==> config.mk <==
export PLATFORM = sky130hd
export DESIGN_NAME = valve_pwm_ramp_controller_flat
export DESIGN_NICKNAME = d
export VERILOG_FILES = /design/src/rtl/vprc_pkg.sv /design/src/rtl/vprc_if.sv /design/src/rtl/valve_pwm_ramp_controller.sv /design/src/flat_wrapper.sv
export SDC_FILE = /design/constraint.sdc
export NUM_CORES = 1
export LEC_CHECK = 0
export BUFFER_PORTS_ARGS = -buffer_cell sky130_fd_sc_hd__clkbuf_2
export CAP_MARGIN = 0
export CORE_AREA = 8 8 148 289
export CTS_CLUSTER_DIAMETER = 30
export DETAILED_ROUTE_END_ITERATION = 10
export DIE_AREA = 0 0 156 297
export GPL_TIMING_DRIVEN = 1
export PLACE_DENSITY = 0.43
export SLEW_MARGIN = 10
export SYNTH_ARGS = -nofsm -noshare
export SYNTH_HDL_FRONTEND = slang
export SYNTH_SLANG_ARGS = --single-unit
==> constraint.sdc <==
create_clock -name clk -period 9.8 [get_ports clk]
set_input_delay 1.47 -clock clk [delete_from_list [all_inputs] [get_ports clk]]
set_output_delay 1.47 -clock clk [all_outputs]
set_load 0.005 [all_outputs]
==> src/rtl/vprc_pkg.sv <==
// Package for the valve PWM ramp controller: field widths, register
// indexes, valve state codes and register reset values.
// No dependencies.
package vprc_pkg;

    localparam int DUTY_W  = 15;
    localparam int DELAY_W = 16;
    localparam int TIME_W  = 32;
    localparam int STATE_W = 2;
    localparam int CFG_IDX_W  = 8;
    localparam int CFG_DATA_W = 16;

    typedef enum logic [STATE_W-1:0] {
        ST_CLOSED  = 2'd0,
        ST_OPENED  = 2'd1,
        ST_PENDING = 2'd2
    } valve_state_t;

    typedef enum logic [CFG_IDX_W-1:0] {
        REG_DUTY_MIN   = 8'd0,
        REG_DUTY_MAX   = 8'd1,
        REG_DUTY_STEP  = 8'd2,
        REG_STEP_DELAY = 8'd3
    } cfg_reg_t;

    localparam logic [DUTY_W-1:0]  DUTY_MIN_RST   = 15'd0;
    localparam logic [DUTY_W-1:0]  DUTY_MAX_RST   = 15'd1000;
    localparam logic [DUTY_W-1:0]  DUTY_STEP_RST  = 15'd10;
    localparam logic [DELAY_W-1:0] STEP_DELAY_RST = 16'd10;

endpackage

==> src/rtl/vprc_if.sv <==
// Valid/ready channel interfaces of the valve PWM ramp controller:
// request channel in, state/duty channel out.
// Depends on vprc_pkg.
interface vprc_req_if;
    import vprc_pkg::*;

    logic                valid;
    logic                ready;
    logic [STATE_W-1:0]  requested_state;
    logic [TIME_W-1:0]   now_ms;

    modport source (output valid, output requested_state, output now_ms, input ready);
    modport sink   (input valid, input requested_state, input now_ms, output ready);
endinterface

interface vprc_res_if;
    import vprc_pkg::*;

    logic                valid;
    logic                ready;
    logic [STATE_W-1:0]  valve_state;
    logic [DUTY_W-1:0]   duty;

    modport source (output valid, output valve_state, output duty, input ready);
    modport sink   (input valid, input valve_state, input duty, output ready);
endinterface

==> src/rtl/valve_pwm_ramp_controller.sv <==
// Valve PWM ramp controller top level: request register, state update
// with duty slew limiting, result register.
// Depends on vprc_pkg and the channel interfaces in vprc_if.sv.

// Each request transfer carries a wanted valve state and the current
// millisecond time, and produces exactly one result transfer with the
// valve state and PWM duty after that request. A close request ramps the
// duty down by duty_step, an open request ramps it up, at most one step per
// step_delay_ms (wrapping 32-bit time difference), clamped to
// [duty_min, duty_max]; until the end point is reached the state reads
// pending. Throughput is one request per clock while the result side does
// not stall: a request is registered, then the update logic (one 32-bit
// subtract and compare, one 17-bit add and clamp) writes the state
// registers and the result register together once the result register
// is empty or being read. Either register may hold while the result side
// stalls; a new request is taken whenever the request register is empty
// or moving on. Configuration writes are meant for idle periods only and
// never touch the live duty, which follows new limits at the next ramp
// step. Writes to indexes above three are ignored.
module valve_pwm_ramp_controller (
    input  logic                          clk,
    input  logic                          rst_n,
    input  logic                          cfg_we,
    input  logic [vprc_pkg::CFG_IDX_W-1:0]  cfg_index,
    input  logic [vprc_pkg::CFG_DATA_W-1:0] cfg_data,
    vprc_req_if.sink                      req,
    vprc_res_if.source                    res
);
    import vprc_pkg::*;

    // configuration
    logic [DUTY_W-1:0]  duty_min_reg;
    logic [DUTY_W-1:0]  duty_max_reg;
    logic [DUTY_W-1:0]  duty_step_reg;
    logic [DELAY_W-1:0] step_delay_reg;

    // request register
    logic               in_valid_reg;
    logic [STATE_W-1:0] in_state_reg;
    logic [TIME_W-1:0]  in_now_reg;

    // controller state
    valve_state_t       state_reg, state_next;
    logic [DUTY_W-1:0]  duty_reg, duty_next;
    logic [TIME_W-1:0]  last_change_reg, last_change_next;

    // result register
    logic               out_valid_reg;
    valve_state_t       out_state_reg;
    logic [DUTY_W-1:0]  out_duty_reg;

    logic advance;
    logic delay_passed;
    logic signed [DUTY_W+1:0] target;
    logic signed [DUTY_W+1:0] clamped;
    logic signed [DUTY_W+1:0] min_s;
    logic signed [DUTY_W+1:0] max_s;
    logic [TIME_W-1:0] elapsed;

    assign advance   = in_valid_reg && (!out_valid_reg || res.ready);
    assign req.ready = !in_valid_reg || advance;

    assign res.valid       = out_valid_reg;
    assign res.valve_state = out_state_reg;
    assign res.duty        = out_duty_reg;

    // configuration writes
    always_ff @(posedge clk or negedge rst_n)
    begin
        if (!rst_n)
        begin
            duty_min_reg   <= DUTY_MIN_RST;
            duty_max_reg   <= DUTY_MAX_RST;
            duty_step_reg  <= DUTY_STEP_RST;
            step_delay_reg <= STEP_DELAY_RST;
        end
        else if (cfg_we)
        begin
            case (cfg_index)
                REG_DUTY_MIN:   duty_min_reg   <= cfg_data[DUTY_W-1:0];
                REG_DUTY_MAX:   duty_max_reg   <= cfg_data[DUTY_W-1:0];
                REG_DUTY_STEP:  duty_step_reg  <= cfg_data[DUTY_W-1:0];
                REG_STEP_DELAY: step_delay_reg <= cfg_data[DELAY_W-1:0];
                default: ;
            endcase
        end
    end

    // ramp step: exact signed sum or difference, raise to min, then cap at max
    assign elapsed      = in_now_reg - last_change_reg;
    assign delay_passed = elapsed >= {{(TIME_W-DELAY_W){1'b0}}, step_delay_reg};
    assign min_s        = signed'({2'b00, duty_min_reg});
    assign max_s        = signed'({2'b00, duty_max_reg});

    always_comb
    begin
        if (in_state_reg == ST_CLOSED)
            target = signed'({2'b00, duty_reg}) - signed'({2'b00, duty_step_reg});
        else
            target = signed'({2'b00, duty_reg}) + signed'({2'b00, duty_step_reg});
        clamped = target;
        if (clamped < min_s)
            clamped = min_s;
        if (clamped > max_s)
            clamped = max_s;
    end

    always_comb
    begin
        state_next       = state_reg;
        duty_next        = duty_reg;
        last_change_next = last_change_reg;
        if (in_state_reg != state_reg)
        begin
            state_next = ST_PENDING;
            case (in_state_reg)
                ST_CLOSED:
                begin
                    if (duty_reg <= duty_min_reg)
                        state_next = ST_CLOSED;
                    else if (delay_passed)
                    begin
                        duty_next        = clamped[DUTY_W-1:0];
                        last_change_next = in_now_reg;
                    end
                end
                ST_OPENED:
                begin
                    if (duty_reg == duty_max_reg)
                        state_next = ST_OPENED;
                    else if (delay_passed)
                    begin
                        duty_next        = clamped[DUTY_W-1:0];
                        last_change_next = in_now_reg;
                    end
                end
                default: ;  // pending and the unused code just go pending
            endcase
        end
    end

    // request register, state and result register
    always_ff @(posedge clk or negedge rst_n)
    begin
        if (!rst_n)
        begin
            in_valid_reg    <= 1'b0;
            out_valid_reg   <= 1'b0;
            state_reg       <= ST_CLOSED;
            duty_reg        <= DUTY_MIN_RST;
            last_change_reg <= '0;
        end
        else
        begin
            if (req.ready)
                in_valid_reg <= req.valid;
            if (advance)
            begin
                state_reg       <= state_next;
                duty_reg        <= duty_next;
                last_change_reg <= last_change_next;
                out_valid_reg   <= 1'b1;
            end
            else if (res.ready)
                out_valid_reg <= 1'b0;
        end
    end

    always_ff @(posedge clk)
    begin
        if (req.valid && req.ready)
        begin
            in_state_reg <= req.requested_state;
            in_now_reg   <= req.now_ms;
        end
        if (advance)
        begin
            out_state_reg <= state_next;
            out_duty_reg  <= duty_next;
        end
    end

endmodule

==> src/flat_wrapper.sv <==
// flat-port wrapper written by rule: the top's interface ports become plain ports
module valve_pwm_ramp_controller_flat import vprc_pkg::*;
  (clk, rst_n, cfg_we, cfg_index, cfg_data, req_valid, req_requested_state, req_now_ms, req_ready, res_valid, res_valve_state, res_duty, res_ready);
  vprc_req_if req_i ();
  vprc_res_if res_i ();
  input  logic clk;
  input  logic rst_n;
  input  logic cfg_we;
  input  logic [vprc_pkg::CFG_IDX_W-1:0] cfg_index;
  input  logic [vprc_pkg::CFG_DATA_W-1:0] cfg_data;
  input wire logic [$bits(req_i.valid)-1:0] req_valid;
  input wire logic [$bits(req_i.requested_state)-1:0] req_requested_state;
  input wire logic [$bits(req_i.now_ms)-1:0] req_now_ms;
  output wire logic [$bits(req_i.ready)-1:0] req_ready;
  output wire logic [$bits(res_i.valid)-1:0] res_valid;
  output wire logic [$bits(res_i.valve_state)-1:0] res_valve_state;
  output wire logic [$bits(res_i.duty)-1:0] res_duty;
  input wire logic [$bits(res_i.ready)-1:0] res_ready;
  assign req_i.valid = req_valid;
  assign req_i.requested_state = req_requested_state;
  assign req_i.now_ms = req_now_ms;
  assign req_ready = req_i.ready;
  assign res_valid = res_i.valid;
  assign res_valve_state = res_i.valve_state;
  assign res_duty = res_i.duty;
  assign res_i.ready = res_ready;
  valve_pwm_ramp_controller u_core (.clk(clk), .rst_n(rst_n), .cfg_we(cfg_we), .cfg_index(cfg_index), .cfg_data(cfg_data), .req(req_i), .res(res_i));
endmodule
### Word-level counts from Yosys, hierarchy flattened

Cells that the tools add are included.

* bits in registers: 163
* input port bits: 63
* logic and storage cells: 61

* multiplexer cells: 18
* add/sub/neg operators: 3
* reduce and logical (&&, ||, !) cells: 15
* eq/ne operators: 8
* magnitude comparators: 4

Operator list (count)
* $mux W32: 3
* $mux W15: 5
* $pmux W32 S2: 1
* $mux W17: 2
* $ge A32 B16 Y1: 1
* $sub A32 B32 Y32: 1
* $pmux W15 S2: 1
* $gt A17 B16 Y1: 1
* $lt A17 B16 Y1: 1
* $add A15 B15 Y16: 1
* $eq A8 B2 Y1 const B: 2
* $sub A15 B15 Y16: 1
* $eq A15 B15 Y1: 1
* $le A15 B15 Y1: 1
* $eq A8 B1 Y1 const B: 1
* $logic_not A8 Y1: 1
* $reduce_and A2 Y1: 4
* $mux W2: 3
* $reduce_and A5 Y1: 1
* $ne A2 B2 Y1 const B: 2
* $pmux W2 S2: 1
* $reduce_bool A2 Y1: 2
* $eq A2 B1 Y1 const B: 1
* $logic_and A1 B1 Y1: 2
* 5 further kinds: 8

### Depth between registers and ports, before layout

* depth in word-level cells: 10
* depth in mapped cells: 34

### Worst setup path before layout

No wires, ideal clock.

* path type: reg2reg
* start point: register u_core.in_state_reg[1]
* end point: register u_core.out_duty_reg[14], in the netlist u_core.res.duty[14] (data pin)
* buffers on the path: 5
* period minus slack after synthesis: 6.973 ns
* setup slack: 2.827 ns
* required time: 9.540 ns
* data arrival time: 6.714 ns
* stages on the path, launching flop included: 32
* path through: edfxtp_1 > nor2_1 > clkbuf_1 > clkbuf_1 > buf_1 > mux2i_1 > ha_1 > a21boi_0 > o21a_1 > o21a_1 > o21a_1 > o21a_1 > o21ai_0 > a21oi_1 > a211oi_1 > nor3_1 > a2111oi_0 > ha_1 > clkinv_1 > clkbuf_1 > mux2_2 > ha_1 > nand3_1 > o21bai_1 > a31oi_1 > a211o_1 > a21oi_1 > o21ai_0 > a22oi_1 > buf_2 > mux2_2 > mux2_2

* cells in the longest elaborated chain, start to end: 10
* elaborated cells between the ends (all ways): 13
* those cells by class: order compare (2); eq/ne (2); mux (8); reduce/logical (1)

RTL lines
* start, declared: line valve_pwm_ramp_controller.sv:39 `logic [STATE_W-1:0] in_state_reg;`
* start signal, assigned: line valve_pwm_ramp_controller.sv:173 `in_state_reg <= req.requested_state;`
* $logic_not A2 Y1: line valve_pwm_ramp_controller.sv:97, valve_pwm_ramp_controller.sv:116
* $mux W17: line valve_pwm_ramp_controller.sv:97 `if (in_state_reg == ST_CLOSED)`
* $lt A17 B16 Y1: line valve_pwm_ramp_controller.sv:102 `if (clamped < min_s)`
* $mux W17: line valve_pwm_ramp_controller.sv:102
* $gt A17 B16 Y1: line valve_pwm_ramp_controller.sv:104 `if (clamped > max_s)`
* $mux W15: line valve_pwm_ramp_controller.sv:104
* $mux W15: line valve_pwm_ramp_controller.sv:121, valve_pwm_ramp_controller.sv:131
* $mux W15, on equally long branches: line valve_pwm_ramp_controller.sv:129, valve_pwm_ramp_controller.sv:119
* $pmux W15 S2: line valve_pwm_ramp_controller.sv:116 `case (in_state_reg)`
* $mux W15 (*): line valve_pwm_ramp_controller.sv:113 `if (in_state_reg != state_reg)`
* net u_core.duty_next[14]: line valve_pwm_ramp_controller.sv:44 `logic [DUTY_W-1:0] duty_reg, duty_next;`
* end signal, assigned: line valve_pwm_ramp_controller.sv:179 `out_duty_reg <= duty_next;`
* end, declared: line valve_pwm_ramp_controller.sv:50 `logic [DUTY_W-1:0] out_duty_reg;`

The timed path passes the listed nets; every way through them passes the cells marked *.
A chain may end at the register's enable or synchronous reset.

### Worst setup path after layout

* start point: register u_core.in_state_reg[1]
* end point: register u_core.out_duty_reg[10], in the netlist u_core.res.duty[10] (data pin)

The elaborated chain is that of the path after synthesis.

==> summary.md <==
| Metric | Value |
|---|---|
| GPL Wtd Cong | `0.886` |
| Least-Margin Pin Slew | `947 ps` |
| Fin util | `33.4%` |
| Register area | `0.00435 mm^2` |
| Compound-Gate Fraction of Synth Area | `14.9%` |
| Critical Path RT | `10010 ps` |
| Post_cts resized | `0` |
| Total Neg Setup Slack | `0 ps` |
| Die Width | `156 um` |
| DRC Markers | `0` |
| Ys Warns | `0` |
| DIE HEIGHT | `297 um` |
| Register clock-pin slew on the reported worst setup and hold paths | `70 ps` |
| CTS tree | `built` |
| Power Density | `280 mW/mm^2` |
| EDFF count, synth | `51` |
| TritonCTS Buffers | `17` |
| Fin Clk Skew | `9.87 ps` |
| Top post-synthesis cells by area | `dfrtp_1, edfxtp_1, ha_1` |
| Floorplan row count | `103` |
| Total chip power | `3.65 mW` |
| DRT iter0 DRCs | `394` |
| First-pass GRT wire length | `49600 um` |
| Hold_buf cts | `0` |
| Final critical-path required period | `7730 ps` |
| Die Area | `0.0463 mm^2` |
| CP Capture Type | `register` |
| CP bufs+invs | `2` |
| Simple-Gate Fraction of Synth Area | `10.3%` |
| Nature of the critical path startpoint | `register` |
| Hold slack final | `484 ps` |
| Post-CTS Repair Setup Buffers | `0` |
| RSZ-0062 raised after global routing | `false` |
| Port Buffers | `81` |
| CP max stage delay | `630 ps` |
| DR vias | `8328` |
| Leak | `5.85 nW` |
| Largest family of logic cells by synthesized area | `compound AO/OA/AOI/OAI gates` |
| Share of cells above drive strength 1 | `23.9%` |
| Fin crit share | `78.8%` |
| Fill cells | `4020` |
| Adder-cell share of the synthesized area | `13.7%` |
| Synth top area share | `22.1%` |
| Final Hold Fails | `0` |
| Synth unique cells | `87` |
| Synthesized area per cell | `10.4 um^2` |
| Critical Path Most Common Cell | `o21a_1` |
| Final Slew Violations | `0` |
| Antenna violations before repair | `2` |
| Status | `completed` |
| Post-DP HPWL | `23700 um` |
| Worst setup margin | `2070 ps` |
| Synth Instances | `1107` |
| Clk sink count | `163` |
| Max Cap Viol | `0` |
| FMAX | `129 MHz` |
| Post-synthesis mux area share | `14.1%` |
| Crit Path Category | `register to register` |
| Mean number of vias per cell | `4.86` |
| Gr usage total | `13.7%` |
| Largest net degree at the start of global routing | `61` |
| Root Driver | `clkbuf_16` |
| Worst vdd rail ir drop | `0.000125 V` |
| Routed WL per cell | `18.0 um` |
| Syn nets | `1295` |
| Worst hold path type | `register to register` |
| Worst-path maximum fanout | `17` |
| Nets@finish | `1362` |
| Clk_lat worst skew | `450 ps` |
| Number of global-route vias before repair | `8813` |
| Register area share after synthesis | `37.6%` |
| Largest area contributor in the netlist | `dfrtp_1` |
| Synth Area in XOR/XNOR | `3.64%` |
| P&R area growth vs syn | `12.8%` |
| Synthesized area | `0.0116 mm^2` |
| Multi-input logic area | `0.00656 mm^2` |
| Core Area | `0.0390 mm^2` |
| Yosys reg bits | `163` |
| I/O Pins | `82` |
| DRT Pass-1 Iters | `5` |
| Overflow after GRT | `0` |
| Asr flop ratio synth | `68.7%` |
| Relative slew slack | `36.7%` |
| Final WL | `30900 um` |
| Antenna-violating nets left | `0` |
| CP arrival | `7930 ps` |
| CP delay by family, top | `compound AO/OA/AOI/OAI gates` |
| Initial Util | `29.6%` |
| Pre-CTS WS | `2140 ps` |
| Maximum clock insertion buffer count | `2` |
| H-tree Lvls | `4` |
| Ys flop type | `dfrtp_1` |
| CP max-delay cell | `nor2_2` |
| Final setup violation count | `0` |
worst paths after layout:
path | to | cells after the start | slack (ps) | startpoint
hold / removal | u_core.res.valid | 1 | 480 | u_core.in_valid_reg
setup reg to reg | u_core.res.duty[10] | 27 | 2070 | u_core.in_state_reg[1]
max in group asynchronous | u_core.duty_reg[5] | 2 | 7400 | rst_n
min in group asynchronous | u_core.duty_step_reg[13] | 1 | 1130 | rst_n
setup / recovery | u_core.res.duty[10] | 27 | 2070 | u_core.in_state_reg[1]
hold reg to reg | u_core.res.valid | 1 | 480 | u_core.in_valid_reg
Yosys cell counts (all sizes together) (5+ instances only):
library cell and number:
nand2b 18, o211ai 13, clkbuf 20, o21a 10
ha 122, nor2b 9, buf 18, o21ai 59
mux2i 9, mux2 127, xor2 28, nand2 72
a41oi 5, a211oi 10, dfstp 10, xnor2 20
nor2 52, o31ai 5, nor3 13, o311ai 6
a21o 15, inv 107, nand3b 5, nor4 8
and3 6, nand3 21, o21bai 9, edfxtp 51
a31oi 11, nand4 14, a21oi 74, dfrtp 102
layout by cell type (no fill, tap or decap), types with 18 or more instances in the layout:
master	count
ha_1	122
inv_1	107
dfrtp_1	102
mux2_2	98
clkbuf_2	80
a21oi_1	72
nand2_1	71
o21ai_0	58
edfxtp_1	51
nor2_1	50
mux2_4	29
xor2_1	28
nand3_1	21
xnor2_1	20
nand2b_1	18
power breakdown:
group | leakage (nW) | internal, mW | switching, mW
clock | 0.295 | 0.414 | 0.309
sequential | 1.86 | 0.854 | 0.123
combinational | 3.69 | 0.853 | 1.10
worst reg2reg max path, stage by stage, from the launching register on:
cell and delay [ps]:
edfxtp_1 520, nor2_2 630, mux2i_1 380, ha_1 300
a21boi_0 130, o21a_1 180, o21a_1 170, o21a_1 170
o21a_1 160, o21ai_0 180, a21oi_1 100, a211oi_1 280
nor3_1 80, a2111oi_0 310, ha_1 320, clkinv_1 480
o21ai_0 430, ha_1 310, nor2b_1 140, o21bai_1 120
a31oi_1 100, a211o_1 290, a21oi_1 120, o21ai_0 100
a22oi_1 540, buf_4 330, mux2_2 370, mux2_2 260
metal layers:
metal | wire length [um] | global-route usage [%] | part of all wire, %
met1 | 14400 | 17.5 | 47
met2 | 14600 | 22.5 | 47
met3 | 1160 | 2.44 | 3.8
met4 | 739 | 5.09 | 2.4
met5 | 0 | 0 | 0
cell type report:
cell class,count,share of cell area [%]
inverters,108,3.11
diodes,1,0.0192
repair buffers,86,3.42
multi-input cells,798,50.3
well taps,525,5.04
clock inverters,12,1.30
flip-flops and latches,163,33.4
clock buffers,20,3.43
stage by stage:
stage / instances / area (um^2)
floorplan: 1107 / 11600
global placement: 1680 / 12400
detailed placement: 1680 / 12400
CTS: 1712 / 13000
global route: 1712 / 13000
finish: 1713 / 13000
cell families (layout without fill, tap and decap cells):
logic type,count (synthesis),count (layout)
DFF,163,163
AOI/OAI and AO/OA,253,253
adders and majority gates,125,125
buffers and inverters,146,226
muxes,136,136
xor gates and xnor gates,48,48
and+or+nand+nor,236,236
other,0,1
(Power assumes the default switching activity.)
